[config.mk]
export PLATFORM = sky130hd
export DESIGN_NAME = grouped_edge_table
export DESIGN_NICKNAME = d
export VERILOG_FILES = /design/src/rtl/gedge_pkg.sv /design/src/rtl/gedge_ram.sv /design/src/rtl/gedge_ctrl.sv /design/src/rtl/grouped_edge_table.sv
export SDC_FILE = /design/constraint.sdc
export NUM_CORES = 2
export LEC_CHECK = 0
export BUFFER_PORTS_ARGS = -buffer_cell sky130_fd_sc_hd__buf_2
export CAP_MARGIN = 20
export CORE_MARGIN = 4
export CORE_UTILIZATION = 35
export CTS_CLUSTER_DIAMETER = 200
export DETAILED_ROUTE_END_ITERATION = 10
export SKIP_CTS_REPAIR_TIMING = 1
export SLEW_MARGIN = 15
export SYNTH_ARGS = -nofsm -noshare
export SYNTH_HDL_FRONTEND = slang
export SYNTH_HIERARCHICAL = 1
export SYNTH_SLANG_ARGS = --single-unit
[constraint.sdc]
create_clock -name clk -period 7.62 [get_ports clk]
set_input_delay 1.143 -clock clk [delete_from_list [all_inputs] [get_ports clk]]
set_output_delay 1.143 -clock clk [all_outputs]
set_load 0.01 [all_outputs]
[src/rtl/gedge_pkg.sv]
// Shared types, codes and default sizes of the grouped edge table.
package gedge_pkg;

    localparam int DEF_MAX_NODES = 64;
    localparam int DEF_MAX_EDGES = 64;
    localparam int DEF_STEP_BITS = 16;

    // Fixed field widths of the stream beats.
    localparam int NODE_W      = 6;
    localparam int STEP_IN_W   = 16;
    localparam int STATUS_W    = 3;
    localparam int OP_W        = 2;
    localparam int IN_TDATA_W  = 48;
    localparam int OUT_TDATA_W = 40;
    localparam int OUT_TUSER_W = 4;

    typedef enum logic [OP_W-1:0] {
        OP_ADD_NODE = 2'd0,
        OP_ADD_EDGE = 2'd1,
        OP_ADD_BOTH = 2'd2,
        OP_QUERY    = 2'd3
    } op_t;

    typedef enum logic [STATUS_W-1:0] {
        ST_OK         = 3'd0,
        ST_BAD_VERTEX = 3'd1,
        ST_EDGES_FULL = 3'd2,
        ST_NODES_FULL = 3'd3,
        ST_NO_EDGES   = 3'd4
    } status_t;

    typedef enum logic [3:0] {
        S_IDLE,
        S_INS,
        S_INS_GRP,
        S_GSWEEP,
        S_ESHIFT,
        S_QRY,
        S_Q_GRP,
        S_Q_RD,
        S_Q_OUT,
        S_EMIT
    } state_t;

endpackage

[src/rtl/gedge_ram.sv]
// Simple dual-port synchronous RAM with one write port and a registered read port.
module gedge_ram #(
    parameter int WIDTH = 8,
    parameter int DEPTH = 64
) (
    input  logic                     clk,
    input  logic                     wr_en,
    input  logic [$clog2(DEPTH)-1:0] wr_addr,
    input  logic [WIDTH-1:0]         wr_data,
    input  logic                     rd_en,
    input  logic [$clog2(DEPTH)-1:0] rd_addr,
    output logic [WIDTH-1:0]         rd_data
);

    logic [WIDTH-1:0] mem [DEPTH];
    logic [WIDTH-1:0] rd_data_reg;

    always_ff @(posedge clk)
    begin
        if (wr_en)
        begin
            mem[wr_addr] <= wr_data;
        end
    end

    always_ff @(posedge clk)
    begin
        if (rd_en)
        begin
            rd_data_reg <= mem[rd_addr];
        end
    end

    assign rd_data = rd_data_reg;

endmodule

[src/rtl/gedge_ctrl.sv]
// Sequencer of the edge table: operation decode, table sweeps, edge shifting and result register.
module gedge_ctrl #(
    parameter int MAX_NODES = gedge_pkg::DEF_MAX_NODES,
    parameter int MAX_EDGES = gedge_pkg::DEF_MAX_EDGES,
    parameter int STEP_BITS = gedge_pkg::DEF_STEP_BITS,
    localparam int GN  = (MAX_NODES < (1 << gedge_pkg::NODE_W)) ? MAX_NODES
                                                             : (1 << gedge_pkg::NODE_W),
    localparam int GAW = $clog2(GN),
    localparam int EAW = $clog2(MAX_EDGES),
    localparam int ECW = $clog2(MAX_EDGES + 1),
    localparam int GEW = 2 * ECW,
    localparam int EEW = gedge_pkg::NODE_W + 2 * STEP_BITS
) (
    input  logic                               clk,
    input  logic                               rst_n,
    // Input beat
    input  logic                               in_valid,
    output logic                               in_ready,
    input  gedge_pkg::op_t                     in_op,
    input  logic [gedge_pkg::NODE_W-1:0]       in_src,
    input  logic [gedge_pkg::NODE_W-1:0]       in_dst,
    input  logic [gedge_pkg::STEP_IN_W-1:0]    in_dx,
    input  logic [gedge_pkg::STEP_IN_W-1:0]    in_dy,
    // Result beat
    output logic                               out_valid,
    input  logic                               out_ready,
    output gedge_pkg::status_t                 out_status,
    output logic                               out_edge_valid,
    output logic [gedge_pkg::NODE_W-1:0]       out_neighbor,
    output logic [gedge_pkg::STEP_IN_W-1:0]    out_dx,
    output logic [gedge_pkg::STEP_IN_W-1:0]    out_dy,
    output logic                               out_last,
    // Group table port
    output logic                               grp_wr_en,
    output logic [GAW-1:0]                     grp_wr_addr,
    output logic [GEW-1:0]                     grp_wr_data,
    output logic                               grp_rd_en,
    output logic [GAW-1:0]                     grp_rd_addr,
    input  logic [GEW-1:0]                     grp_rd_data,
    // Edge table port
    output logic                               edge_wr_en,
    output logic [EAW-1:0]                     edge_wr_addr,
    output logic [EEW-1:0]                     edge_wr_data,
    output logic                               edge_rd_en,
    output logic [EAW-1:0]                     edge_rd_addr,
    input  logic [EEW-1:0]                     edge_rd_data
);

    localparam int NW  = gedge_pkg::NODE_W;
    localparam int SW  = STEP_BITS;
    localparam int KB  = (SW < gedge_pkg::STEP_IN_W) ? SW : gedge_pkg::STEP_IN_W;
    localparam int GIW = $clog2(GN + 1);
    localparam int NCW = $clog2(MAX_NODES + 1);
    localparam logic [SW-1:0] STEP_MIN = {1'b1, {(SW - 1){1'b0}}};

    // Negation that saturates the most negative step to the largest positive one.
    function automatic logic [SW-1:0] neg_sat(input logic [SW-1:0] v);
        logic [SW-1:0] r;
        if (v == STEP_MIN)
        begin
            r = STEP_MIN - SW'(1);
        end
        else
        begin
            r = SW'(0) - v;
        end
        return r;
    endfunction

    gedge_pkg::state_t  state_reg, state_next;
    logic [NCW-1:0]     node_count_reg, node_count_next;
    logic [ECW-1:0]     edge_total_reg, edge_total_next;
    logic               second_reg, second_next;
    logic               gpend_reg, gpend_next;
    logic               epend_reg, epend_next;
    logic               out_valid_reg, out_valid_next;

    gedge_pkg::op_t     op_reg, op_next;
    logic [NW-1:0]      src_reg, src_next;
    logic [NW-1:0]      dst_reg, dst_next;
    logic [SW-1:0]      dx_reg, dx_next;
    logic [SW-1:0]      dy_reg, dy_next;
    gedge_pkg::status_t status_reg, status_next;
    logic [ECW-1:0]     pos_reg, pos_next;
    logic [ECW-1:0]     eidx_reg, eidx_next;
    logic [EAW-1:0]     ewr_idx_reg, ewr_idx_next;
    logic [GIW-1:0]     gidx_reg, gidx_next;
    logic [GAW-1:0]     gwr_idx_reg, gwr_idx_next;
    logic [ECW-1:0]     cnt_reg, cnt_next;

    gedge_pkg::status_t           out_status_reg, out_status_next;
    logic                         out_edge_valid_reg, out_edge_valid_next;
    logic [NW-1:0]                out_neighbor_reg, out_neighbor_next;
    logic [gedge_pkg::STEP_IN_W-1:0] out_dx_reg, out_dx_next;
    logic [gedge_pkg::STEP_IN_W-1:0] out_dy_reg, out_dy_next;
    logic                         out_last_reg, out_last_next;

    logic           out_free;
    logic [GIW-1:0] glim;
    logic [ECW-1:0] eidx_dec;
    logic [ECW-1:0] grp_start;
    logic [ECW-1:0] grp_size;
    logic           src_bad;

    assign out_free  = !out_valid_reg || out_ready;
    assign glim      = (node_count_reg >= NCW'(GN)) ? GIW'(GN) : GIW'(node_count_reg);
    assign eidx_dec  = eidx_reg - ECW'(1);
    assign grp_start = grp_rd_data[ECW-1:0];
    assign grp_size  = grp_rd_data[GEW-1:ECW];
    assign src_bad   = ({{NCW{1'b0}}, src_reg} >= {{NW{1'b0}}, node_count_reg});

    always_comb
    begin
        state_next          = state_reg;
        node_count_next     = node_count_reg;
        edge_total_next     = edge_total_reg;
        second_next         = second_reg;
        gpend_next          = gpend_reg;
        epend_next          = epend_reg;
        op_next             = op_reg;
        src_next            = src_reg;
        dst_next            = dst_reg;
        dx_next             = dx_reg;
        dy_next             = dy_reg;
        status_next         = status_reg;
        pos_next            = pos_reg;
        eidx_next           = eidx_reg;
        ewr_idx_next        = ewr_idx_reg;
        gidx_next           = gidx_reg;
        gwr_idx_next        = gwr_idx_reg;
        cnt_next            = cnt_reg;
        out_valid_next      = out_valid_reg && !out_ready;
        out_status_next     = out_status_reg;
        out_edge_valid_next = out_edge_valid_reg;
        out_neighbor_next   = out_neighbor_reg;
        out_dx_next         = out_dx_reg;
        out_dy_next         = out_dy_reg;
        out_last_next       = out_last_reg;
        in_ready            = 1'b0;
        grp_wr_en           = 1'b0;
        grp_wr_addr         = '0;
        grp_wr_data         = '0;
        grp_rd_en           = 1'b0;
        grp_rd_addr         = '0;
        edge_wr_en          = 1'b0;
        edge_wr_addr        = '0;
        edge_wr_data        = '0;
        edge_rd_en          = 1'b0;
        edge_rd_addr        = '0;

        unique case (state_reg)
            gedge_pkg::S_IDLE:
            begin
                in_ready = 1'b1;
                if (in_valid)
                begin
                    op_next     = in_op;
                    src_next    = in_src;
                    dst_next    = in_dst;
                    dx_next     = SW'(in_dx[KB-1:0]);
                    dy_next     = SW'(in_dy[KB-1:0]);
                    second_next = 1'b0;
                    unique case (in_op)
                        gedge_pkg::OP_ADD_NODE:
                        begin
                            // A new node gets an empty group at the end of the edge table.
                            if (node_count_reg >= NCW'(MAX_NODES))
                            begin
                                status_next = gedge_pkg::ST_NODES_FULL;
                            end
                            else
                            begin
                                grp_wr_en       = (node_count_reg < NCW'(GN));
                                grp_wr_addr     = node_count_reg[GAW-1:0];
                                grp_wr_data     = {{ECW{1'b0}}, edge_total_reg};
                                node_count_next = node_count_reg + NCW'(1);
                                status_next     = gedge_pkg::ST_OK;
                            end
                            state_next = gedge_pkg::S_EMIT;
                        end
                        gedge_pkg::OP_ADD_EDGE,
                        gedge_pkg::OP_ADD_BOTH:
                        begin
                            state_next = gedge_pkg::S_INS;
                        end
                        gedge_pkg::OP_QUERY:
                        begin
                            state_next = gedge_pkg::S_QRY;
                        end
                        default:
                        begin
                            state_next = gedge_pkg::S_IDLE;
                        end
                    endcase
                end
            end

            gedge_pkg::S_INS:
            begin
                priority if (src_bad)
                begin
                    status_next = gedge_pkg::ST_BAD_VERTEX;
                    state_next  = gedge_pkg::S_EMIT;
                end
                else if (edge_total_reg >= ECW'(MAX_EDGES))
                begin
                    status_next = gedge_pkg::ST_EDGES_FULL;
                    state_next  = gedge_pkg::S_EMIT;
                end
                else
                begin
                    grp_rd_en   = 1'b1;
                    grp_rd_addr = src_reg[GAW-1:0];
                    state_next  = gedge_pkg::S_INS_GRP;
                end
            end

            gedge_pkg::S_INS_GRP:
            begin
                // The new edge goes to the front of the source's group.
                grp_wr_en    = 1'b1;
                grp_wr_addr  = src_reg[GAW-1:0];
                grp_wr_data  = {grp_size + ECW'(1), grp_start};
                pos_next     = grp_start;
                eidx_next    = edge_total_reg;
                gidx_next    = GIW'(src_reg[GAW-1:0]) + GIW'(1);
                gpend_next   = 1'b0;
                state_next   = gedge_pkg::S_GSWEEP;
            end

            gedge_pkg::S_GSWEEP:
            begin
                // Read one higher node per cycle and write it back in the next cycle.
                if (gpend_reg)
                begin
                    grp_wr_en   = 1'b1;
                    grp_wr_addr = gwr_idx_reg;
                    grp_wr_data = {grp_size, grp_start + ECW'(1)};
                end
                if (gidx_reg < glim)
                begin
                    grp_rd_en    = 1'b1;
                    grp_rd_addr  = gidx_reg[GAW-1:0];
                    gwr_idx_next = gidx_reg[GAW-1:0];
                    gidx_next    = gidx_reg + GIW'(1);
                    gpend_next   = 1'b1;
                end
                else
                begin
                    gpend_next = 1'b0;
                    if (!gpend_reg)
                    begin
                        epend_next = 1'b0;
                        state_next = gedge_pkg::S_ESHIFT;
                    end
                end
            end

            gedge_pkg::S_ESHIFT:
            begin
                // Move edges up from the top down to the insert position, then fill the gap.
                priority if (epend_reg)
                begin
                    edge_wr_en   = 1'b1;
                    edge_wr_addr = ewr_idx_reg;
                    edge_wr_data = edge_rd_data;
                end
                else if (eidx_reg == pos_reg)
                begin
                    edge_wr_en      = 1'b1;
                    edge_wr_addr    = pos_reg[EAW-1:0];
                    edge_wr_data    = {dy_reg, dx_reg, dst_reg};
                    edge_total_next = edge_total_reg + ECW'(1);
                    if ((op_reg == gedge_pkg::OP_ADD_BOTH) && !second_reg)
                    begin
                        second_next = 1'b1;
                        src_next    = dst_reg;
                        dst_next    = src_reg;
                        dx_next     = neg_sat(dx_reg);
                        dy_next     = neg_sat(dy_reg);
                        state_next  = gedge_pkg::S_INS;
                    end
                    else
                    begin
                        status_next = gedge_pkg::ST_OK;
                        state_next  = gedge_pkg::S_EMIT;
                    end
                end
                else
                begin
                    edge_wr_en = 1'b0;
                end
                if (eidx_reg > pos_reg)
                begin
                    edge_rd_en   = 1'b1;
                    edge_rd_addr = eidx_dec[EAW-1:0];
                    ewr_idx_next = eidx_reg[EAW-1:0];
                    eidx_next    = eidx_dec;
                    epend_next   = 1'b1;
                end
                else
                begin
                    epend_next = 1'b0;
                end
            end

            gedge_pkg::S_QRY:
            begin
                if (src_bad)
                begin
                    status_next = gedge_pkg::ST_BAD_VERTEX;
                    state_next  = gedge_pkg::S_EMIT;
                end
                else
                begin
                    grp_rd_en   = 1'b1;
                    grp_rd_addr = src_reg[GAW-1:0];
                    state_next  = gedge_pkg::S_Q_GRP;
                end
            end

            gedge_pkg::S_Q_GRP:
            begin
                if (grp_size == '0)
                begin
                    status_next = gedge_pkg::ST_NO_EDGES;
                    state_next  = gedge_pkg::S_EMIT;
                end
                else
                begin
                    eidx_next  = grp_start;
                    cnt_next   = grp_size;
                    state_next = gedge_pkg::S_Q_RD;
                end
            end

            gedge_pkg::S_Q_RD:
            begin
                edge_rd_en   = 1'b1;
                edge_rd_addr = eidx_reg[EAW-1:0];
                state_next   = gedge_pkg::S_Q_OUT;
            end

            gedge_pkg::S_Q_OUT:
            begin
                // The read data stays in the RAM register until the result slot frees.
                if (out_free)
                begin
                    out_valid_next      = 1'b1;
                    out_status_next     = gedge_pkg::ST_OK;
                    out_edge_valid_next = 1'b1;
                    out_neighbor_next   = edge_rd_data[NW-1:0];
                    out_dx_next         = gedge_pkg::STEP_IN_W'(edge_rd_data[NW+KB-1:NW]);
                    out_dy_next         =
                        gedge_pkg::STEP_IN_W'(edge_rd_data[NW+SW+KB-1:NW+SW]);
                    out_last_next       = (cnt_reg == ECW'(1));
                    eidx_next           = eidx_reg + ECW'(1);
                    cnt_next            = cnt_reg - ECW'(1);
                    state_next          = (cnt_reg == ECW'(1)) ? gedge_pkg::S_IDLE
                                                               : gedge_pkg::S_Q_RD;
                end
            end

            gedge_pkg::S_EMIT:
            begin
                if (out_free)
                begin
                    out_valid_next      = 1'b1;
                    out_status_next     = status_reg;
                    out_edge_valid_next = 1'b0;
                    out_neighbor_next   = '0;
                    out_dx_next         = '0;
                    out_dy_next         = '0;
                    out_last_next       = 1'b1;
                    state_next          = gedge_pkg::S_IDLE;
                end
            end

            default:
            begin
                state_next = gedge_pkg::S_IDLE;
            end
        endcase
    end

    always_ff @(posedge clk or negedge rst_n)
    begin
        if (!rst_n)
        begin
            state_reg      <= gedge_pkg::S_IDLE;
            node_count_reg <= '0;
            edge_total_reg <= '0;
            second_reg     <= 1'b0;
            gpend_reg      <= 1'b0;
            epend_reg      <= 1'b0;
            out_valid_reg  <= 1'b0;
        end
        else
        begin
            state_reg      <= state_next;
            node_count_reg <= node_count_next;
            edge_total_reg <= edge_total_next;
            second_reg     <= second_next;
            gpend_reg      <= gpend_next;
            epend_reg      <= epend_next;
            out_valid_reg  <= out_valid_next;
        end
    end

    always_ff @(posedge clk)
    begin
        op_reg             <= op_next;
        src_reg            <= src_next;
        dst_reg            <= dst_next;
        dx_reg             <= dx_next;
        dy_reg             <= dy_next;
        status_reg         <= status_next;
        pos_reg            <= pos_next;
        eidx_reg           <= eidx_next;
        ewr_idx_reg        <= ewr_idx_next;
        gidx_reg           <= gidx_next;
        gwr_idx_reg        <= gwr_idx_next;
        cnt_reg            <= cnt_next;
        out_status_reg     <= out_status_next;
        out_edge_valid_reg <= out_edge_valid_next;
        out_neighbor_reg   <= out_neighbor_next;
        out_dx_reg         <= out_dx_next;
        out_dy_reg         <= out_dy_next;
        out_last_reg       <= out_last_next;
    end

    assign out_valid      = out_valid_reg;
    assign out_status     = out_status_reg;
    assign out_edge_valid = out_edge_valid_reg;
    assign out_neighbor   = out_neighbor_reg;
    assign out_dx         = out_dx_reg;
    assign out_dy         = out_dy_reg;
    assign out_last       = out_last_reg;

    // The sweeps never read and write the same table entry in one cycle.
    a_grp_no_overlap: assert property (@(posedge clk) disable iff (!rst_n)
        (grp_wr_en && grp_rd_en) |-> (grp_wr_addr != grp_rd_addr))
        else $error("group table read and write hit the same entry");

    a_edge_no_overlap: assert property (@(posedge clk) disable iff (!rst_n)
        (edge_wr_en && edge_rd_en) |-> (edge_wr_addr != edge_rd_addr))
        else $error("edge table read and write hit the same entry");

    a_edge_total_step: assert property (@(posedge clk) disable iff (!rst_n)
        (edge_total_reg != $past(edge_total_reg))
            |-> (($past(state_reg) == gedge_pkg::S_ESHIFT)
                 && (edge_total_reg == $past(edge_total_reg) + ECW'(1))))
        else $error("edge count changed outside an insertion");

    a_counts_bounded: assert property (@(posedge clk) disable iff (!rst_n)
        (edge_total_reg <= ECW'(MAX_EDGES)) && (node_count_reg <= NCW'(MAX_NODES)))
        else $error("node or edge count beyond capacity");

    a_result_held: assert property (@(posedge clk) disable iff (!rst_n)
        (out_valid_reg && !out_ready) |=> (out_valid_reg && $stable(out_status_reg)
                                           && $stable(out_last_reg)))
        else $error("pending result overwritten");

endmodule

[src/rtl/grouped_edge_table.sv]
// Top level of the grouped edge table: stream ports, group and edge RAMs, sequencer.
// An item is taken only in the idle state, so items are handled one at a time; an
// add-edge runs read-modify-write sweeps over the group entries above the source and the
// edges behind the insert point, twice for an edge added both ways, and a query emits one
// result beat per edge of the source.
// Reset clears the node and edge counts and the result slot; the RAMs are not cleared.
module grouped_edge_table #(
    parameter int MAX_NODES = gedge_pkg::DEF_MAX_NODES,
    parameter int MAX_EDGES = gedge_pkg::DEF_MAX_EDGES,
    parameter int STEP_BITS = gedge_pkg::DEF_STEP_BITS
) (
    input  logic                                clk,
    input  logic                                rst_n,
    // Input stream: one beat per operation.
    input  logic                                s_axis_tvalid,
    output logic                                s_axis_tready,
    // tdata, from bit 0: source_node[5:0], dest_node[11:6], step_x[27:12],
    // step_y[43:28], zero fill [47:44].
    input  logic [gedge_pkg::IN_TDATA_W-1:0]    s_axis_tdata,
    // tuser: op[1:0].
    input  logic [gedge_pkg::OP_W-1:0]          s_axis_tuser,
    // Result stream: tlast marks the final result beat of an operation.
    output logic                                m_axis_tvalid,
    input  logic                                m_axis_tready,
    // tdata, from bit 0: neighbor[5:0], neighbor_step_x[21:6],
    // neighbor_step_y[37:22], zero fill [39:38].
    output logic [gedge_pkg::OUT_TDATA_W-1:0]   m_axis_tdata,
    // tuser, from bit 0: status[2:0], edge_valid[3].
    output logic [gedge_pkg::OUT_TUSER_W-1:0]   m_axis_tuser,
    output logic                                m_axis_tlast
);

    // Only nodes that a six-bit source can name ever have their group read, so the
    // group RAM holds at most that many entries.
    localparam int GN  = (MAX_NODES < (1 << gedge_pkg::NODE_W)) ? MAX_NODES
                                                             : (1 << gedge_pkg::NODE_W);
    localparam int GAW = $clog2(GN);
    localparam int EAW = $clog2(MAX_EDGES);
    localparam int ECW = $clog2(MAX_EDGES + 1);
    // A group entry holds {size, start}.
    localparam int GEW = 2 * ECW;
    // An edge entry holds {step_y, step_x, destination}.
    localparam int EEW = gedge_pkg::NODE_W + 2 * STEP_BITS;
    localparam int NW  = gedge_pkg::NODE_W;
    localparam int SIW = gedge_pkg::STEP_IN_W;

    gedge_pkg::status_t     res_status;
    logic                   res_edge_valid;
    logic [NW-1:0]          res_neighbor;
    logic [SIW-1:0]         res_dx;
    logic [SIW-1:0]         res_dy;

    logic                   grp_wr_en;
    logic [GAW-1:0]         grp_wr_addr;
    logic [GEW-1:0]         grp_wr_data;
    logic                   grp_rd_en;
    logic [GAW-1:0]         grp_rd_addr;
    logic [GEW-1:0]         grp_rd_data;

    logic                   edge_wr_en;
    logic [EAW-1:0]         edge_wr_addr;
    logic [EEW-1:0]         edge_wr_data;
    logic                   edge_rd_en;
    logic [EAW-1:0]         edge_rd_addr;
    logic [EEW-1:0]         edge_rd_data;

    gedge_ctrl #(
        .MAX_NODES (MAX_NODES),
        .MAX_EDGES (MAX_EDGES),
        .STEP_BITS (STEP_BITS)
    ) u_ctrl (
        .clk            (clk),
        .rst_n          (rst_n),
        .in_valid       (s_axis_tvalid),
        .in_ready       (s_axis_tready),
        .in_op          (gedge_pkg::op_t'(s_axis_tuser)),
        .in_src         (s_axis_tdata[NW-1:0]),
        .in_dst         (s_axis_tdata[2*NW-1:NW]),
        .in_dx          (s_axis_tdata[2*NW+SIW-1:2*NW]),
        .in_dy          (s_axis_tdata[2*NW+2*SIW-1:2*NW+SIW]),
        .out_valid      (m_axis_tvalid),
        .out_ready      (m_axis_tready),
        .out_status     (res_status),
        .out_edge_valid (res_edge_valid),
        .out_neighbor   (res_neighbor),
        .out_dx         (res_dx),
        .out_dy         (res_dy),
        .out_last       (m_axis_tlast),
        .grp_wr_en      (grp_wr_en),
        .grp_wr_addr    (grp_wr_addr),
        .grp_wr_data    (grp_wr_data),
        .grp_rd_en      (grp_rd_en),
        .grp_rd_addr    (grp_rd_addr),
        .grp_rd_data    (grp_rd_data),
        .edge_wr_en     (edge_wr_en),
        .edge_wr_addr   (edge_wr_addr),
        .edge_wr_data   (edge_wr_data),
        .edge_rd_en     (edge_rd_en),
        .edge_rd_addr   (edge_rd_addr),
        .edge_rd_data   (edge_rd_data)
    );

    // Group table: start and size of each node's run of edges.
    gedge_ram #(
        .WIDTH (GEW),
        .DEPTH (GN)
    ) u_grp_ram (
        .clk     (clk),
        .wr_en   (grp_wr_en),
        .wr_addr (grp_wr_addr),
        .wr_data (grp_wr_data),
        .rd_en   (grp_rd_en),
        .rd_addr (grp_rd_addr),
        .rd_data (grp_rd_data)
    );

    // Edge table: edges stored contiguously, grouped by source, newest first.
    gedge_ram #(
        .WIDTH (EEW),
        .DEPTH (MAX_EDGES)
    ) u_edge_ram (
        .clk     (clk),
        .wr_en   (edge_wr_en),
        .wr_addr (edge_wr_addr),
        .wr_data (edge_wr_data),
        .rd_en   (edge_rd_en),
        .rd_addr (edge_rd_addr),
        .rd_data (edge_rd_data)
    );

    assign m_axis_tdata = {2'b00, res_dy, res_dx, res_neighbor};
    assign m_axis_tuser = {res_edge_valid, res_status};

endmodule
==> results.sh <==
export IMPL_num_rows=229
export IMPL_grt_overflow_total=0
export IMPL_r2r_end="u_grp_ram/mem[27][13]"
export IMPL_path_class="reg2reg"
export IMPL_wirelength_um=361000
export IMPL_status="finished, final reports clean"
export IMPL_routabilityCongestion=0.833
export IMPL_grt_pass1_wl_um=512000
export IMPL_final_nets=6906
export IMPL_die_y_um=635
export IMPL_synthAdderAreaFrac_pct=0.300
export IMPL_grt_max_degree=90
export IMPL_synth_top_cells_by_area="edfxtp_1, mux4_2, nor2_1"
export IMPL_final_common_cell="edfxtp_1"
export IMPL_clk_latency_ps=890
export IMPL_hp_class="in2async"
export IMPL_hold_viol_final=0
export IMPL_synthArstFlopShare_pct=0.623
export IMPL_htreeDepth=5
export IMPL_cp_slowest_cell="nor2_2"
export IMPL_nFillCells=34000
export IMPL_drive_above_1_share_pct=26.9
export IMPL_dp_hpwl_um=214000
export IMPL_muxShareOfSynthArea_pct=14.2
export IMPL_cpPeakStageDelay_ps=1060
export IMPL_yosys_warnings=6
export IMPL_cts_clk_slew_worst_paths_ps=60
export IMPL_synthCells=6463
export IMPL_dieArea_sq_um=403000
export IMPL_coreArea_sq_um=390000
export IMPL_path_cells="clkinv_1 > nand2_1 > or3_1 > clkinv_1 > buf_4 > a222oi_1 > inv_1 > nor2b_1 > nand3_1 > nor2_2"
export IMPL_ir_worst_vdd_mv=0.197
export IMPL_drtIter0Drc=8469
export IMPL_cellPowerDensity_nw_per_um2=316
export IMPL_die_w_um=635
export IMPL_relSlewSlack_pct=17.3
export IMPL_first_pass_iters=6
export IMPL_cts_path_max_buffers=4
export IMPL_crit_family="simple AND/OR/NAND/NOR gates"
export IMPL_cap_violations=0
export IMPL_rr_startpoint="u_ctrl/state_reg[0]"
export IMPL_worstPathMaxFanout=14
export IMPL_synth_edf_count=3512
export IMPL_end_kind="flop"
export IMPL_placed_cell_area_sq_um=146000
export IMPL_synth_simple_area_share_pct=2.68
export IMPL_critPathBufInv=4
export IMPL_ant_nets=0
export IMPL_cts_buffers=344
export IMPL_drv_slew=0
export IMPL_worstRegToRegCells=10
export IMPL_largest_register_ffs=2432
export IMPL_viasPerCell=5.57
export IMPL_cts_tree="done"
export IMPL_rsz0062_at_grt="no"
export IMPL_worst_pin_slew_ps=1240
export IMPL_period_needed_ps=5990
export IMPL_cts_sinks=3534
export IMPL_grt_pass1_vias=69200
export IMPL_cp_common_cell="clkinv_1"
export IMPL_synth_compound_area_share_pct=3.75
export IMPL_syn_to_final_growth_pct=14.1
export IMPL_final_cell_mix="edfxtp_1, mux4_2, clkbuf_16"
export IMPL_skew_ps=84.0
export IMPL_start_kind="flop"
export IMPL_wl_per_cell_um=29.4
export IMPL_yosys_area_share_xor_xnor_pct=0.280
export IMPL_place_ws_ps=1810
export IMPL_ys_ff_latch=3534
export IMPL_p_leak_uw=0.0514
export IMPL_grtUsageTotal_pct=17.6
export IMPL_synth_area_sq_um=137000
export IMPL_initial_core_util_pct=35.2
export IMPL_synthFlopType="edfxtp_1"
export IMPL_antenna_found_initial=21
export IMPL_synth_top_family_by_area="multiplexers"
export IMPL_fin_crit_sh_pct=78.6
export IMPL_ys_types=76
export IMPL_fin_tns_setup_ps=0
export IMPL_endpoint="u_grp_ram/mem[27][13]"
export IMPL_synth_top_cell_area_share_pct=76.7
export IMPL_post_route_cell_area_sq_um=157000
export IMPL_io_pins=101
export IMPL_setup_slack_ps=1630
export IMPL_regToRegSetupSlack_ps=1630
export IMPL_cts_root_buffer="clkbuf_16"
export IMPL_drc=0
export IMPL_cp_data_arrival_time_ps=6420
export IMPL_cp_depth=10
export IMPL_yosysSeqAreaShare_pct=77.1
export IMPL_setup_viol=0
export IMPL_yosysTopAreaCell="edfxtp_1"
export IMPL_clock_fmax_mhz=167
export IMPL_cp_data_required_time_ps=8060
export IMPL_vias=68400
export IMPL_startpoint="u_ctrl/state_reg[0]"
export IMPL_io_buffers=94
export IMPL_syn_avg_cell_area_sq_um=21.3
==> worst min-delay path by stage <==
| stage | startpoint | endpoint |
|---|---|---|
| floorplan | u_ctrl/eidx_reg[2] | u_ctrl/ewr_idx_reg[2] |
| global placement | u_ctrl/gpend_reg | u_ctrl/gpend_reg |
| detailed placement | u_ctrl/second_reg | u_ctrl/second_reg |
| CTS | rst_n | u_ctrl/node_count_reg[1] |
| global route | rst_n | u_ctrl/out_valid |
| finish | rst_n | u_ctrl/out_valid |
==> through the flow <==
step | hold slack (ps) | power, uW | cells | util, %
floorplan | 452 | 29500 | 6464 | -
finish | 286 | 49600 | 12300 | 40.2
global placement | 502 | 33300 | 11700 | 37.4
detailed placement | 487 | 33400 | 11700 | 37.4
global route | 284 | 51300 | 12300 | 40.2
CTS | 258 | 50000 | 12300 | 40.2
==> where the power goes <==
part | total [uW] | internal, uW | switching (uW)
Combinational | 9960 | 3710 | 6260
Clock | 16600 | 9560 | 7070
Sequential | 23000 | 22500 | 526
Total | 49600 | 35700 | 13800
==> kinds of logic after synthesis <==
group / count (synthesis)
other: 1
adders and majority gates: 33
muxes: 930
buffers and inverters: 418
xor gates and xnor gates: 44
DFF: 3534
AOI/OAI and AO/OA: 723
and+or+nand+nor: 780
==> area by class of cell <==
type | instances | area (sq um) | area share [%]
flip-flops and latches | 3534 | 106000 | 67.6
multi-input cells | 2512 | 30200 | 19.2
clock buffers | 419 | 9060 | 5.78
well taps | 5197 | 6500 | 4.15
repair buffers | 376 | 3100 | 1.97
clock inverters | 191 | 1790 | 1.14
inverters | 51 | 191 | 0.122
diodes | 10 | 25.0 | 0.0160
==> synthesized netlist by cell type (68+ instances only) <==
library cell and count:
a21oi_1 112, a22o_1 93, a22oi_1 74, buf_2 68, buf_4 69, clkbuf_1 173
edfxtp_1 3512, mux2i_1 80, mux4_2 817, nand2_1 236, nor2_1 255, nor2b_1 82
o21ai_0 81, o22ai_1 100
==> per-layer routing <==
metal,wire length [um],global-route usage [%],vias up,share of wire [%]
met5,44,0,-,0.012
met4,14600,6.63,6,4.1
met3,27100,2.78,626,7.5
met2,176000,28.8,3021,49
met1,144000,23.7,36900,40
li1,-,-,27900,-
No activity file was read; power rests on OpenSTA's default activity.
